File: config.mk
export PLATFORM = sky130hd
export DESIGN_NAME = tlik_sqrt_cell
export DESIGN_NICKNAME = d
export VERILOG_FILES = /design/src/design/tlik_pkg.sv /design/src/design/tlik_sqrt_cell.sv
export SDC_FILE = /design/constraint.sdc
export NUM_CORES = 1
export LEC_CHECK = 0
export BUFFER_PORTS_ARGS = -buffer_cell sky130_fd_sc_hd__buf_2
export CELL_PAD_IN_SITES_DETAIL_PLACEMENT = 1
export CELL_PAD_IN_SITES_GLOBAL_PLACEMENT = 1
export CORE_MARGIN = 4
export CORE_UTILIZATION = 40
export CTS_BUF_LIST = sky130_fd_sc_hd__clkbuf_4 sky130_fd_sc_hd__clkbuf_8
export DETAILED_ROUTE_END_ITERATION = 7
export GPL_TIMING_DRIVEN = 0
export MAX_ROUTING_LAYER = met4
export PLACE_DENSITY_LB_ADDON = 0.1
export SLEW_MARGIN = 20
export SYNTH_ARGS = -nofsm -noshare
export SYNTH_HDL_FRONTEND = slang
export SYNTH_SLANG_ARGS = --single-unit
File: constraint.sdc
create_clock -name clk -period 8 [get_ports clk]
set_input_delay 0.4 -clock clk [delete_from_list [all_inputs] [get_ports clk]]
set_output_delay 0.4 -clock clk [all_outputs]
set_load 0.02 [all_outputs]
File: src/design/tlik_pkg.sv
// Shared types, constants and the arctangent table for the two-link IK core.
// No dependencies.
`timescale 1ns / 1ps
package tlik_pkg;

  localparam int SQ_CELLS = 23;
  localparam logic [32:0] REACH_SQ = 33'd400000000;
  localparam logic [30:0] TWO_PI_Q28 = 31'd1686629713;
  localparam logic signed [35:0] HALF_TURN = 36'sd2147483648;
  localparam logic signed [35:0] QUARTER_TURN = 36'sd1073741824;

  typedef logic signed [33:0] ang_t;

  typedef struct packed {
    logic        unreach;
    logic        x_neg;
    logic        x_zero;
    logic [16:0] ax;
    logic [15:0] y;
  } pass_t;

  typedef struct packed {
    logic [45:0] rem_p;
    logic [45:0] rem_q;
    logic [45:0] root_p;
    logic [45:0] root_q;
  } sq_t;

  typedef struct packed {
    logic [39:0] a;
    logic [39:0] b;
    logic [33:0] z;
  } vec_t;

  typedef struct packed {
    logic unreach;
    logic x_neg;
    logic x_zero;
    vec_t hv;
    vec_t tv;
  } cd_t;

  // atan(2^-i), 2^32 units per turn
  function automatic ang_t atan_entry(input int i);
    case (i)
      0:       return 34'sh020000000;
      1:       return 34'sh012E4051D;
      2:       return 34'sh009FB385B;
      3:       return 34'sh0051111D4;
      4:       return 34'sh0028B0D43;
      5:       return 34'sh00145D7E1;
      6:       return 34'sh000A2F61E;
      7:       return 34'sh000517C55;
      8:       return 34'sh00028BE53;
      9:       return 34'sh000145F2F;
      10:      return 34'sh0000A2F98;
      11:      return 34'sh0000517CC;
      12:      return 34'sh000028BE6;
      13:      return 34'sh0000145F3;
      14:      return 34'sh00000A2F9;
      15:      return 34'sh00000517C;
      16:      return 34'sh0000028BE;
      17:      return 34'sh00000145F;
      18:      return 34'sh000000A2F;
      19:      return 34'sh000000517;
      20:      return 34'sh00000028B;
      21:      return 34'sh000000145;
      22:      return 34'sh0000000A2;
      23:      return 34'sh000000051;
      default: return '0;
    endcase
  endfunction

endpackage

File: src/design/tlik_sqrt_cell.sv
// One digit cell of the pipelined integer square roots (both roots at once).
// Depends on tlik_pkg.
`timescale 1ns / 1ps
module tlik_sqrt_cell #(
  parameter int K = 0
) (
  input  logic            clk,
  input  logic            rst_n,
  input  logic            in_valid,
  output logic            in_ready,
  input  tlik_pkg::pass_t in_pass,
  input  tlik_pkg::sq_t   in_sq,
  output logic            out_valid,
  input  logic            out_ready,
  output tlik_pkg::pass_t out_pass,
  output tlik_pkg::sq_t   out_sq
);
  import tlik_pkg::*;

  localparam logic [45:0] BIT = 46'd1 << (44 - 2 * K);

  logic  v_r;
  pass_t pass_r;
  sq_t   sq_r, sq_nxt;
  logic [45:0] tp, tq;

  always_comb begin
    tp = in_sq.root_p + BIT;
    tq = in_sq.root_q + BIT;
    sq_nxt = in_sq;
    if (in_sq.rem_p >= tp) begin
      sq_nxt.rem_p = in_sq.rem_p - tp;
      sq_nxt.root_p = (in_sq.root_p >> 1) + BIT;
    end else begin
      sq_nxt.root_p = in_sq.root_p >> 1;
    end
    if (in_sq.rem_q >= tq) begin
      sq_nxt.rem_q = in_sq.rem_q - tq;
      sq_nxt.root_q = (in_sq.root_q >> 1) + BIT;
    end else begin
      sq_nxt.root_q = in_sq.root_q >> 1;
    end
  end

  assign in_ready = !v_r || out_ready;

  always_ff @(posedge clk) begin
    if (!rst_n) begin
      v_r <= 1'b0;
    end else if (in_ready) begin
      v_r <= in_valid;
    end
  end

  always_ff @(posedge clk) begin
    if (in_ready && in_valid) begin
      pass_r <= in_pass;
      sq_r <= sq_nxt;
    end
  end

  assign out_valid = v_r;
  assign out_pass = pass_r;
  assign out_sq = sq_r;
endmodule

==> results of run 1 <==
## cell type report
cell class                      instances  share of cell area (%)
Tap cell                              448                    3.13
Sequential cell                       221                    37.0
Multi-Input combinational cell        957                    35.2
Inverter                              113                    2.37
Antenna cell                           10                   0.140
Timing Repair Buffer                  500                    15.8
Buffer                                 66                    1.76
Clock inverter                         21                    1.09
Clock buffer                           49                    3.52
## Yosys cell counts, types with 15 or more instances
cell type,instances,share of area (%)
edfxtp_1,220,48
nand2_1,172,4.7
inv_1,113,3.1
o21ai_0,113,4.1
a21oi_1,106,3.9
ha_1,92,8.4
nor2_1,63,1.7
a21o_1,51,2.8
xnor2_1,46,2.9
buf_2,35,1.3
xor2_1,34,2.2
nand4_1,33,1.5
clkbuf_1,27,0.74
nand3_1,24,0.88
o21ai_1,21,0.77
o21bai_1,18,0.99
nor3_1,15,0.55
## metal layers
| metal | track usage [%] | up-vias |
|---|---|---|
| met2 | 45.6 | 364 |
| met3 | 5.28 | 95 |
| met4 | 8.33 | 0 |
| met1 | 27.4 | 6023 |
| met5 | - | - |
| li1 | - | 6042 |
## through the flow
stage	utilization [%]	setup slack [ps]	instances	power (mW)
after floorplan	-	1690	1357	2.13
after global placement	49.0	-294	2250	2.47
after detailed placement	49.3	3930	2254	2.48
after CTS	53.2	4490	2374	3.64
after global routing	53.3	4170	2384	3.81
final	53.3	4420	2385	3.61
## cell families (layout without fill, tap and decap cells)
logic type | after synthesis | count (layout) | share of synthesized area, %
other | 0 | 10 | 0
DFF | 221 | 221 | 48.4
and+or+nand+nor | 364 | 364 | 12.3
adders and majority gates | 94 | 94 | 8.71
AOI/OAI and AO/OA | 407 | 407 | 18.9
xor gates and xnor gates | 80 | 80 | 5.12
buffers and inverters | 179 | 749 | 5.41
muxes | 12 | 12 | 1.12
## flip-flops by register name (all words and copies together) (netlist names)
| name | count |
|---|---|
| out_sq | 184 |
| out_pass | 36 |
| out_valid | 1 |
## worst paths after layout
| kind | start | end |
|---|---|---|
| worst min register to register | out_valid$_SDFFE_PN0N_ | out_valid$_SDFFE_PN0N_ |
| worst min-delay path | in_sq[21] | out_sq[20]$_DFFE_PP_ |
| worst max register to register | out_valid$_SDFFE_PN0N_ | out_sq[81]$_DFFE_PP_ |
| worst max-delay path | in_sq[37] | out_sq[113]$_DFFE_PP_ |
## power by group through the flow
stage / registers [mW] / logic [mW] / clock network, mW
6_report: 1.44 / 1.04 / 1.13
5_1_grt: 1.45 / 1.14 / 1.22
4_1_cts: 1.44 / 1.04 / 1.16
3_5_place_dp: 1.46 / 1.02 / 0
3_3_place_gp: 1.47 / 0.991 / 0
2_1_floorplan: 1.61 / 0.522 / 0
## timing repair
| action | in CTS | in global routing |
|---|---|---|
| hold endpoints to repair | 50 | 1 |
| gates resized for setup | 0 | 0 |
| buffers inserted | 0 | 0 |
| hold buffers | 50 | 1 |
==> parameters.txt, run 1 <==
Parameter                              Value

Drt
  Routed metal-1 wirelength ... 18,000 um
  DRC violation count after routing ... 0
  Highest signal layer in the routed design ... met4
  Wire length per cell ... 20.0 um
  Wirelength, routed ... 47,800 um
  Number of vias per cell after detailed routing ... 5.25
  Amount of wire on met2 after detailed routing ... 25,300 um
  Vias after detailed routing ... 12,500
  Initial DRC count ... 504
  Count of antenna-violating nets left after detailed routing ... 0
  Detailed Routing Iterations Pass 1 ... 5
  Met3 wire len ... 2990 um

STA
  Post-layout minimum cycle time ... 3580 ps
  Final setup vio count ... 0
  Slew @ Worst Pin ... 666 ps
  Worst relative slew slack ... 55.1%
  Count of final hold-check violations ... 0
  Final-layout worst hold slack ... 42.5 ps
  RSZ-0062 raised after global routing ... false
  Sum Neg Setup Slack ... 0 ps
  Max frequency ... 0.279 GHz
  Clock Skew ... 25.7 ps
  Final max-slew violation count ... 0
  Tcrit/Tclk final ... 44.7%

Place
  Number of buffers added on ports ... 445
  Post-DP HPWL ... 37,400 um
  Total cell area at the placement stage ... 16,600 sq um
  Last weighted congestion value of the routability-driven placer ... 0.879

Cells and area
  Leading cell types in the layout, fill and taps excluded ... buf_2 (480), edfxtp_1 (220), nand2_1 (172)
  Sequential Area ... 6630 sq um
  Synth-to-layout area growth ... 31.1%
  Post-layout net count ... 2,216
  Fill cell count ... 3,993
  Most frequent standard cell in the layout excluding fill and tap cells ... buf_2
  Fraction of final layout cells sized beyond drive strength 1 ... 29.9%
  Area of the multi-input gates ... 6310 sq um
  Final design instance area without fill ... 17,900 sq um

Setup path
  Arr. time, crit path ... 3840 ps
  Critical path endpoint category ... flip-flop
  Cell repeated most along the worst path ... clkbuf_1
  Slack of the worst reg-to-reg path ... 6130 ps
  Depth of the most critical reg-to-reg path ... 4
  Peak per-stage delay on the critical path ... 530 ps
  Element type at the critical path start ... primary input
  Cell Chain, Critical Path ... dlygate4sd3_1 -> buf_2 -> inv_1 -> ha_1 -> clkbuf_1 -> a21o_1 -> a211oi_1 -> a31oi_1 -> nor3_2 -> o311ai_2 -> a31oi_4 -> clkbuf_1 -> o21ai_0
  Crit path max-delay cell type ... dlygate4sd3_1
  Delay-heaviest family, CP ... compound AO/OA/AOI/OAI gates
  Worst-path maximum fanout ... 10
  Count of cell instances traversed by the critical path ... 13
  Worst path buffer plus inverter count ... 5
  Endpoint required time on the critical path ... 8260 ps
  Setup CP Type ... in2reg

Yosys
  Portion of the post-synthesis area used by sequential elements ... 48.4%
  Post-Syn Instances ... 1,357
  Flop and latch count out of synthesis ... 221
  Count of flip-flops with a built-in enable after synthesis ... 220
  Most used flip-flop cell after synthesis ... edfxtp_1
  Share of async-settable or async-resettable flops after synthesis ... 0%
  Cell area after synthesis ... 13,700 sq um
  Number of distinct library cells after synthesis ... 73
  Syn nets ... 1,675
  Average footprint of a synthesized cell ... 10.1 sq um
  YS warnings ... 0

Pwr
  Clock group share of total power ... 31.4%
  Peak VDD IR ... 152 uV
  Cell internal power dissipation ... 2.44 mW
  Power share of the combinational group ... 28.9%
  Power density over the cells ... 201 nW/um^2
  Total leakage power ... 8.12 nW
  Share of total power consumed by net switching ... 32.6%
  Switching component of the power ... 1.18 mW
  Fraction of power consumed by sequential logic ... 39.7%

Clocking
  Clock tree buffer depth ... 3
  Sinks on the clock net ... 221
  Skew-Pair Late Insertion Delay ... 560 ps
  CTS Root Buffer Type ... clkbuf_8
  Clock slew at reported path FFs ... 70 ps
  H-tree levels ... 2
  TritonCTS clock tree ... done
  Number of buffers added by the clock tree synthesis step ... 39

Global routing
  Pin count of the biggest net entering global routing ... 61
  Overall routing resource usage ... 25.1%
  Vias in the first global route ... 13,100
  Total grt overflow ... 0
  First-pass GRT wire length ... 71,400 um
  Number of antenna violations at the first check in global routing ... 9

Run status
  Run status ... completed

Floorplan
  Number of standard-cell rows in the floorplan ... 67
  Horizontal die dimension ... 193 um
  Die area ... 37,200 sq um
  Die height ... 193 um
  IO Count ... 446
  Core box area ... 33,600 sq um
  Initial cell density of the core ... 40.7%

Worst hold path
  Depth of the worst hold-timing path ... 1
  Class of the tightest hold or removal check ... in2reg

Job
  Max-cap violations ... 0
(Power assumes the default switching activity.)
==> run 2: changes to the inputs <==
==> constraint.sdc (replaced) <==
create_clock -name clk -period 3.4 [get_ports clk]
set_input_delay 0.17 -clock clk [delete_from_list [all_inputs] [get_ports clk]]
set_output_delay 0.17 -clock clk [all_outputs]
set_load 0.02 [all_outputs]
==> run 2 against run 1 <==
Compared with the run above: clock-buffer cell count grew 8; design area grew 9.7%; cell count grew 6.8%; global-route usage grew 3.8 points; first-iteration DRC count grew 31%; critical path depth is the same; largest cell class unchanged; highest routed layer unchanged.
==> parameters.txt, run 2 (synthesized netlist as in run 1, its figures left out) <==
Parameter                              Value

Floorplan
  Horizontal die dimension ... 193 um (unchanged)
  Die height ... 193 um (unchanged)
  Die area ... 37,200 sq um (unchanged)
  Initial cell density of the core ... 40.7% (unchanged)
  Number of standard-cell rows in the floorplan ... 67 (unchanged)
  Core box area ... 33,600 sq um (unchanged)
  IO Count ... 446 (unchanged)

Cells and area
  Most frequent standard cell in the layout excluding fill and tap cells ... buf_2
  Fill cell count ... 3,894 (-2.5%)
  Final design instance area without fill ... 19,700 sq um (+9.7%)
  Area of the multi-input gates ... 6350 sq um (+0.52%)
  Post-layout net count ... 2,382 (+7.5%)
  Sequential Area ... 6630 sq um (unchanged)
  Final Util ... 58.5% (+5.1 points)
  Leading cell types in the layout, fill and taps excluded ... buf_2 (478), dlygate4sd3_1 (221), edfxtp_1 (220)
  Synth-to-layout area growth ... 43.8%
  Fraction of final layout cells sized beyond drive strength 1 ... 28.2% (-1.7 points)
  Number of flip-flops in the largest register ... 184 (unchanged)

STA
  Final max-slew violation count ... 0 (unchanged)
  RSZ-0062 raised after global routing ... true
  Final setup vio count ... 0 (unchanged)
  Worst relative slew slack ... 46.8% (-8.4 points)
  Post-layout minimum cycle time ... 3310 ps
  Count of final hold-check violations ... 0 (unchanged)
  Slew @ Worst Pin ... 790 ps (+124 ps)
  Max frequency ... 0.302 GHz
  Tcrit/Tclk final ... 97.4%
  Clock Skew ... 34.4 ps (+8.73 ps)

Job
  Max-cap violations ... 0 (unchanged)

Pwr
  Total leakage power ... 8.85 nW (+9.0%)
  Peak VDD IR ... 301 uV (+98%)
  Power density over the cells ... 450 nW/um^2 (+120%)

Drt
  Number of vias per cell after detailed routing ... 5.29 (+0.83%)
  Wirelength, routed ... 54,200 um (+14%)
  Detailed Routing Iterations Pass 1 ... 5 (unchanged)
  Initial DRC count ... 662 (+31%)
  Wire length per cell ... 21.3 um (+6.4%)
  Vias after detailed routing ... 13,500 (+7.6%)
  Count of antenna-violating nets left after detailed routing ... 0 (unchanged)
  DRC violation count after routing ... 0 (unchanged)

Clocking
  H-tree levels ... 2 (unchanged)
  TritonCTS clock tree ... done
  Postcts setup bufs ... 0 (unchanged)
  Number of buffers added by the clock tree synthesis step ... 40 (+2.6%)
  Skew-Pair Late Insertion Delay ... 600 ps (+40 ps)
  CTS Root Buffer Type ... clkbuf_8
  Clock tree buffer depth ... 3 (unchanged)
  Clock slew at reported path FFs ... 70 ps (about the same)
  Sinks on the clock net ... 221 (unchanged)

Setup path
  Endpoint required time on the critical path ... 3810 ps (-4450 ps)
  Worst flop-to-flop path startpoint ... out_valid$_SDFFE_PN0N_
  Setup CP Type ... in2reg
  Critical path endpoint category ... flip-flop
  Worst-path maximum fanout ... 4 (-6)
  CP startpoint ... in_sq[1]
  Element type at the critical path start ... primary input
  Arr. time, crit path ... 3720 ps (-120 ps)

Global routing
  Total grt overflow ... 0 (unchanged)
  Pin count of the biggest net entering global routing ... 62 (+1.6%)
  Number of antenna violations at the first check in global routing ... 6 (-3)
  Overall routing resource usage ... 28.9% (+3.8 points)
  First-pass GRT wire length ... 81,600 um (+14%)
  Vias in the first global route ... 14,800 (+13%)

Place
  Number of buffers added on ports ... 445 (unchanged)
  Total cell area at the placement stage ... 16,600 sq um (about the same)
  Post-DP HPWL ... 37,400 um (about the same)
  Last weighted congestion value of the routability-driven placer ... 0.873 (-0.72%)

Run status
  Run status ... completed

Worst hold path
  Startpoint of the worst hold path ... in_sq[139]
  Class of the tightest hold or removal check ... in2reg
==> run 2: repair_timing <==
action,CTS,global route
endpoints found under the setup margin,0,62
hold endpoints to repair,221,0
gates resized for setup,0,16
hold buffers,221,0
==> run 2: layer usage <==
layer | global-route usage, % | wire, um | vias up
met5 | - | 0 | -
met4 | 10.9 | 2010 | 0
met3 | 5.61 | 3190 | 127
met2 | 53.1 | 29100 | 466
met1 | 30.8 | 19900 | 6513
li1 | - | - | 6375
==> run 2: path summary, 6_finish.rpt <==
check	endpoint	slack, ps	cells after the start
min reg2reg	out_sq[94]$_DFFE_PP_	840	2
max reg2reg	out_sq[168]$_DFFE_PP_	1670	4
max	out_sq[136]$_DFFE_PP_	90	13
min	out_sq[139]$_DFFE_PP_	110	3
==> run 2: worst max-delay path, cell delays in order <==
cell and delay [ps]:
dlygate4sd3_1 520, buf_2 110, inv_1 80, fa_1 510, a211oi_2 250, o21ai_1 150, a211oi_2 300, nor3_1 150
o21ai_0 440, a211o_1 270, a31oi_1 190, o31a_1 290, o31ai_1 270
==> run 2: area by class of cell <==
type / count / share of cell area, %
Inverter: 113 / 2.16
Tap cell: 448 / 2.85
Antenna cell: 6 / 0.0764
Clock inverter: 13 / 0.725
Multi-Input combinational cell: 957 / 32.3
Sequential cell: 221 / 33.7
Timing Repair Buffer: 670 / 23.1
Clock buffer: 57 / 3.51
Buffer: 61 / 1.56
==> run 2: metrics by stage <==
stage,total power [mW],TNS (ps),setup slack (ps),hold WS [ps],std cells
3_5_place_dp,5.83,-17760,-456,348,2254
5_1_grt,9.29,-9.35,-8.35,69.9,2546
4_1_cts,8.77,0,35.1,35.6,2545
6_report,8.86,0,89.0,108,2546
2_1_floorplan,4.98,0,515,269,1357
3_3_place_gp,5.76,-12690,-468,347,2250
==> run 2: where the power goes <==
group          total [mW]  leakage [nW]  internal [mW]  switching (mW)
registers            3.39          2.15           3.32          0.0708
logic                2.69          6.27           1.03            1.66
clock network        2.77         0.436           1.54            1.23
==> run 3: changes to the inputs <==
--- a/config.mk
+++ b/config.mk
@@ -15,6 +15,7 @@
 export GPL_TIMING_DRIVEN = 0
 export MAX_ROUTING_LAYER = met4
 export PLACE_DENSITY_LB_ADDON = 0.1
+export RECOVER_POWER = 25
 export SLEW_MARGIN = 20
 export SYNTH_ARGS = -nofsm -noshare
 export SYNTH_HDL_FRONTEND = slang
==> run 3 against run 2 <==
Compared with the run above: non-clock buffer count is the same; sequential share of layout area is 0.24 points higher; first-iteration DRC count up 3.3%; cell count is the same; sequential cell count is the same; critical path type unchanged; critical endpoint is now out_sq[104]$_DFFE_PP_; highest routed layer unchanged.
==> parameters.txt, run 3 (synthesized netlist as in run 1, its figures left out) <==
Parameter                              Value

Setup path
  Cell repeated most along the worst path ... nand4_1
  Peak per-stage delay on the critical path ... 580 ps (+60 ps)
  Critical path endpoint category ... flip-flop
  Cell Chain, Critical Path ... dlygate4sd3_1 -> clkbuf_1 -> inv_1 -> ha_1 -> buf_2 -> nand4_1 -> nor2_1 -> nand4_1 -> nor4_2 -> nor3_2 -> o311ai_2 -> a31oi_4 -> clkbuf_2 -> o21ai_0
  Slack of the worst reg-to-reg path ... 1370 ps (-300 ps)
  Setup CP Type ... in2reg
  Element type at the critical path start ... primary input
  Critical register-to-register path endpoint ... out_pass[17]$_DFFE_PP_
  Worst flop-to-flop path startpoint ... out_valid$_SDFFE_PN0N_
  Worst-path maximum fanout ... 10 (+6)
  Crit path max-delay cell type ... dlygate4sd3_1
  Endpoint required time on the critical path ... 3780 ps (-30 ps)
  Arr. time, crit path ... 3720 ps (about the same)
  Depth of the most critical reg-to-reg path ... 4 (unchanged)

Floorplan
  Die height ... 193 um (unchanged)
  Core box area ... 33,600 sq um (unchanged)
  Die area ... 37,200 sq um (unchanged)
  Number of standard-cell rows in the floorplan ... 67 (unchanged)
  Horizontal die dimension ... 193 um (unchanged)
  Initial cell density of the core ... 40.7% (unchanged)
  IO Count ... 446 (unchanged)

Cells and area
  Number of flip-flops in the largest register ... 184 (unchanged)
  Leading cell types in the layout, fill and taps excluded ... buf_2 (367), dlygate4sd3_1 (221), edfxtp_1 (220)
  Synth-to-layout area growth ... 42.7%
  Fill cell count ... 3,946 (+1.3%)
  Post-layout net count ... 2,382 (unchanged)
  Final Util ... 58.1% (-0.42 points)
  Final design instance area without fill ... 19,500 sq um (-0.72%)
  Fraction of final layout cells sized beyond drive strength 1 ... 22.8% (-5.4 points)
  Most frequent standard cell in the layout excluding fill and tap cells ... buf_2

Worst hold path
  Endpoint of the worst hold path ... out_sq[90]$_DFFE_PP_
  Depth of the worst hold-timing path ... 3 (unchanged)
  Startpoint of the worst hold path ... in_sq[91]
  Class of the tightest hold or removal check ... in2reg

Drt
  Highest signal layer in the routed design ... met4
  Detailed Routing Iterations Pass 1 ... 5 (unchanged)
  Initial DRC count ... 684 (+3.3%)
  Wirelength, routed ... 54,300 um (+0.14%)
  Count of antenna-violating nets left after detailed routing ... 0 (unchanged)
  Wire length per cell ... 21.3 um (+0.14%)
  Routed metal-1 wirelength ... 20,000 um (+0.33%)
  Met3 wire len ... 3220 um (+0.75%)
  Number of vias per cell after detailed routing ... 5.30 (+0.16%)
  Vias after detailed routing ... 13,500 (+0.16%)
  DRC violation count after routing ... 0 (unchanged)
  Amount of wire on met2 after detailed routing ... 29,100 um (-0.22%)

Pwr
  Power density over the cells ... 453 nW/um^2 (+0.55%)
  Total leakage power ... 8.54 nW (-3.5%)
  Total design power ... 8.84 mW (-0.17%)
  Peak VDD IR ... 305 uV (+1.5%)

Job
  Max-cap violations ... 0 (unchanged)

STA
  Final max-slew violation count ... 0 (unchanged)
  Final worst setup slack ... 61.1 ps (-27.8 ps)
  Tcrit/Tclk final ... 98.2% (+0.82 points)
  Post-layout minimum cycle time ... 3340 ps (+27.8 ps)
  Final setup vio count ... 0 (unchanged)
  Clock Skew ... 33.8 ps (-0.663 ps)
  Worst relative slew slack ... 46.9% (+0.17 points)
  Slew @ Worst Pin ... 788 ps (-2.54 ps)
  Final-layout worst hold slack ... 82.9 ps (-25.6 ps)
  RSZ-0062 raised after global routing ... true
  Max frequency ... 0.300 GHz (-0.83%)
  Count of final hold-check violations ... 0 (unchanged)

Global routing
  Overall routing resource usage ... 28.9% (unchanged)
  First-pass GRT wire length ... 81,600 um (unchanged)
  Vias in the first global route ... 14,800 (unchanged)
  Total grt overflow ... 0 (unchanged)
  Pin count of the biggest net entering global routing ... 62 (unchanged)
  Number of antenna violations at the first check in global routing ... 6 (unchanged)

Place
  Last weighted congestion value of the routability-driven placer ... 0.873 (unchanged)
  Total cell area at the placement stage ... 16,600 sq um (unchanged)
  Worst setup slack after placement ... -456 ps (unchanged)
  Post-DP HPWL ... 37,400 um (unchanged)
  Number of buffers added on ports ... 445 (unchanged)

Clocking
  Skew-Pair Late Insertion Delay ... 600 ps (about the same)
  Clock slew at reported path FFs ... 70 ps (about the same)
  Number of buffers added by the clock tree synthesis step ... 40 (unchanged)
  Sinks on the clock net ... 221 (unchanged)
  Clock tree buffer depth ... 3 (unchanged)
  CTS Root Buffer Type ... clkbuf_8
  TritonCTS clock tree ... done
  H-tree levels ... 2 (unchanged)

Run status
  Run status ... completed
==> run 3: cell count changes in the layout (fill, tap and decap cells not counted) <==
cell,previous run,this run
buf_1,0,1
and2_0,0,1
clkbuf_1,18,128
buf_2,478,367
and2_4,1,0
==> run 3: routing by layer <==
layer	track usage, %	up-vias
li1	-	6370
met3	5.61	132
met1	30.8	6524
met5	-	-
met2	53.1	477
met4	10.9	0
==> run 3: timing repair <==
item,4_1_cts,5_1_grt
endpoints found under the hold margin,221,0
gates resized for setup,0,16
endpoints found under the setup margin,0,62
setup buffers,0,0
hold buffers,221,0
==> run 3: worst max-delay path, delay by kind of cell <==
family,cells,cell delay [ps]
adders and majority gates,1,270
buffers and inverters,5,1280
and+or+nand+nor,5,1060
AOI/OAI and AO/OA,3,940
==> run 3: worst max-delay path by stage <==
stage	to	start	slack, ps
after detailed placement	out_sq[177]$_DFFE_PP_	in_sq[138]	-460
after global placement	out_sq[182]$_DFFE_PP_	in_sq[138]	-470
final	out_sq[104]$_DFFE_PP_	in_sq[24]	60
after global routing	out_sq[177]$_DFFE_PP_	in_sq[166]	-8
after floorplan	out_sq[103]$_DFFE_PP_	in_sq[92]	510
after CTS	out_sq[177]$_DFFE_PP_	in_sq[83]	40
==> run 3: power breakdown <==
part	switching [mW]	total, mW	internal (mW)
combinational	1.67	2.67	1.00
clock	1.24	2.77	1.54
sequential	0.0726	3.40	3.32
==> run 3: layout make-up <==
cell class                      count  area, sq um  area share, %
Antenna cell                        6         15.0         0.0769
Buffer                             61          307           1.57
Clock buffer                       57          691           3.54
Clock inverter                     13          143          0.731
Inverter                          113          424           2.17
Multi-Input combinational cell    957         6340           32.5
Sequential cell                   221         6630           33.9
Tap cell                          448          561           2.87
Timing Repair Buffer              670         4410           22.6
==> run 3: stage by stage <==
stage	TNS, ps	cells
after detailed placement	-17760	2254
after global routing	-19.5	2546
after floorplan	0	1357
final	0	2546
after global placement	-12690	2250
after CTS	0	2545
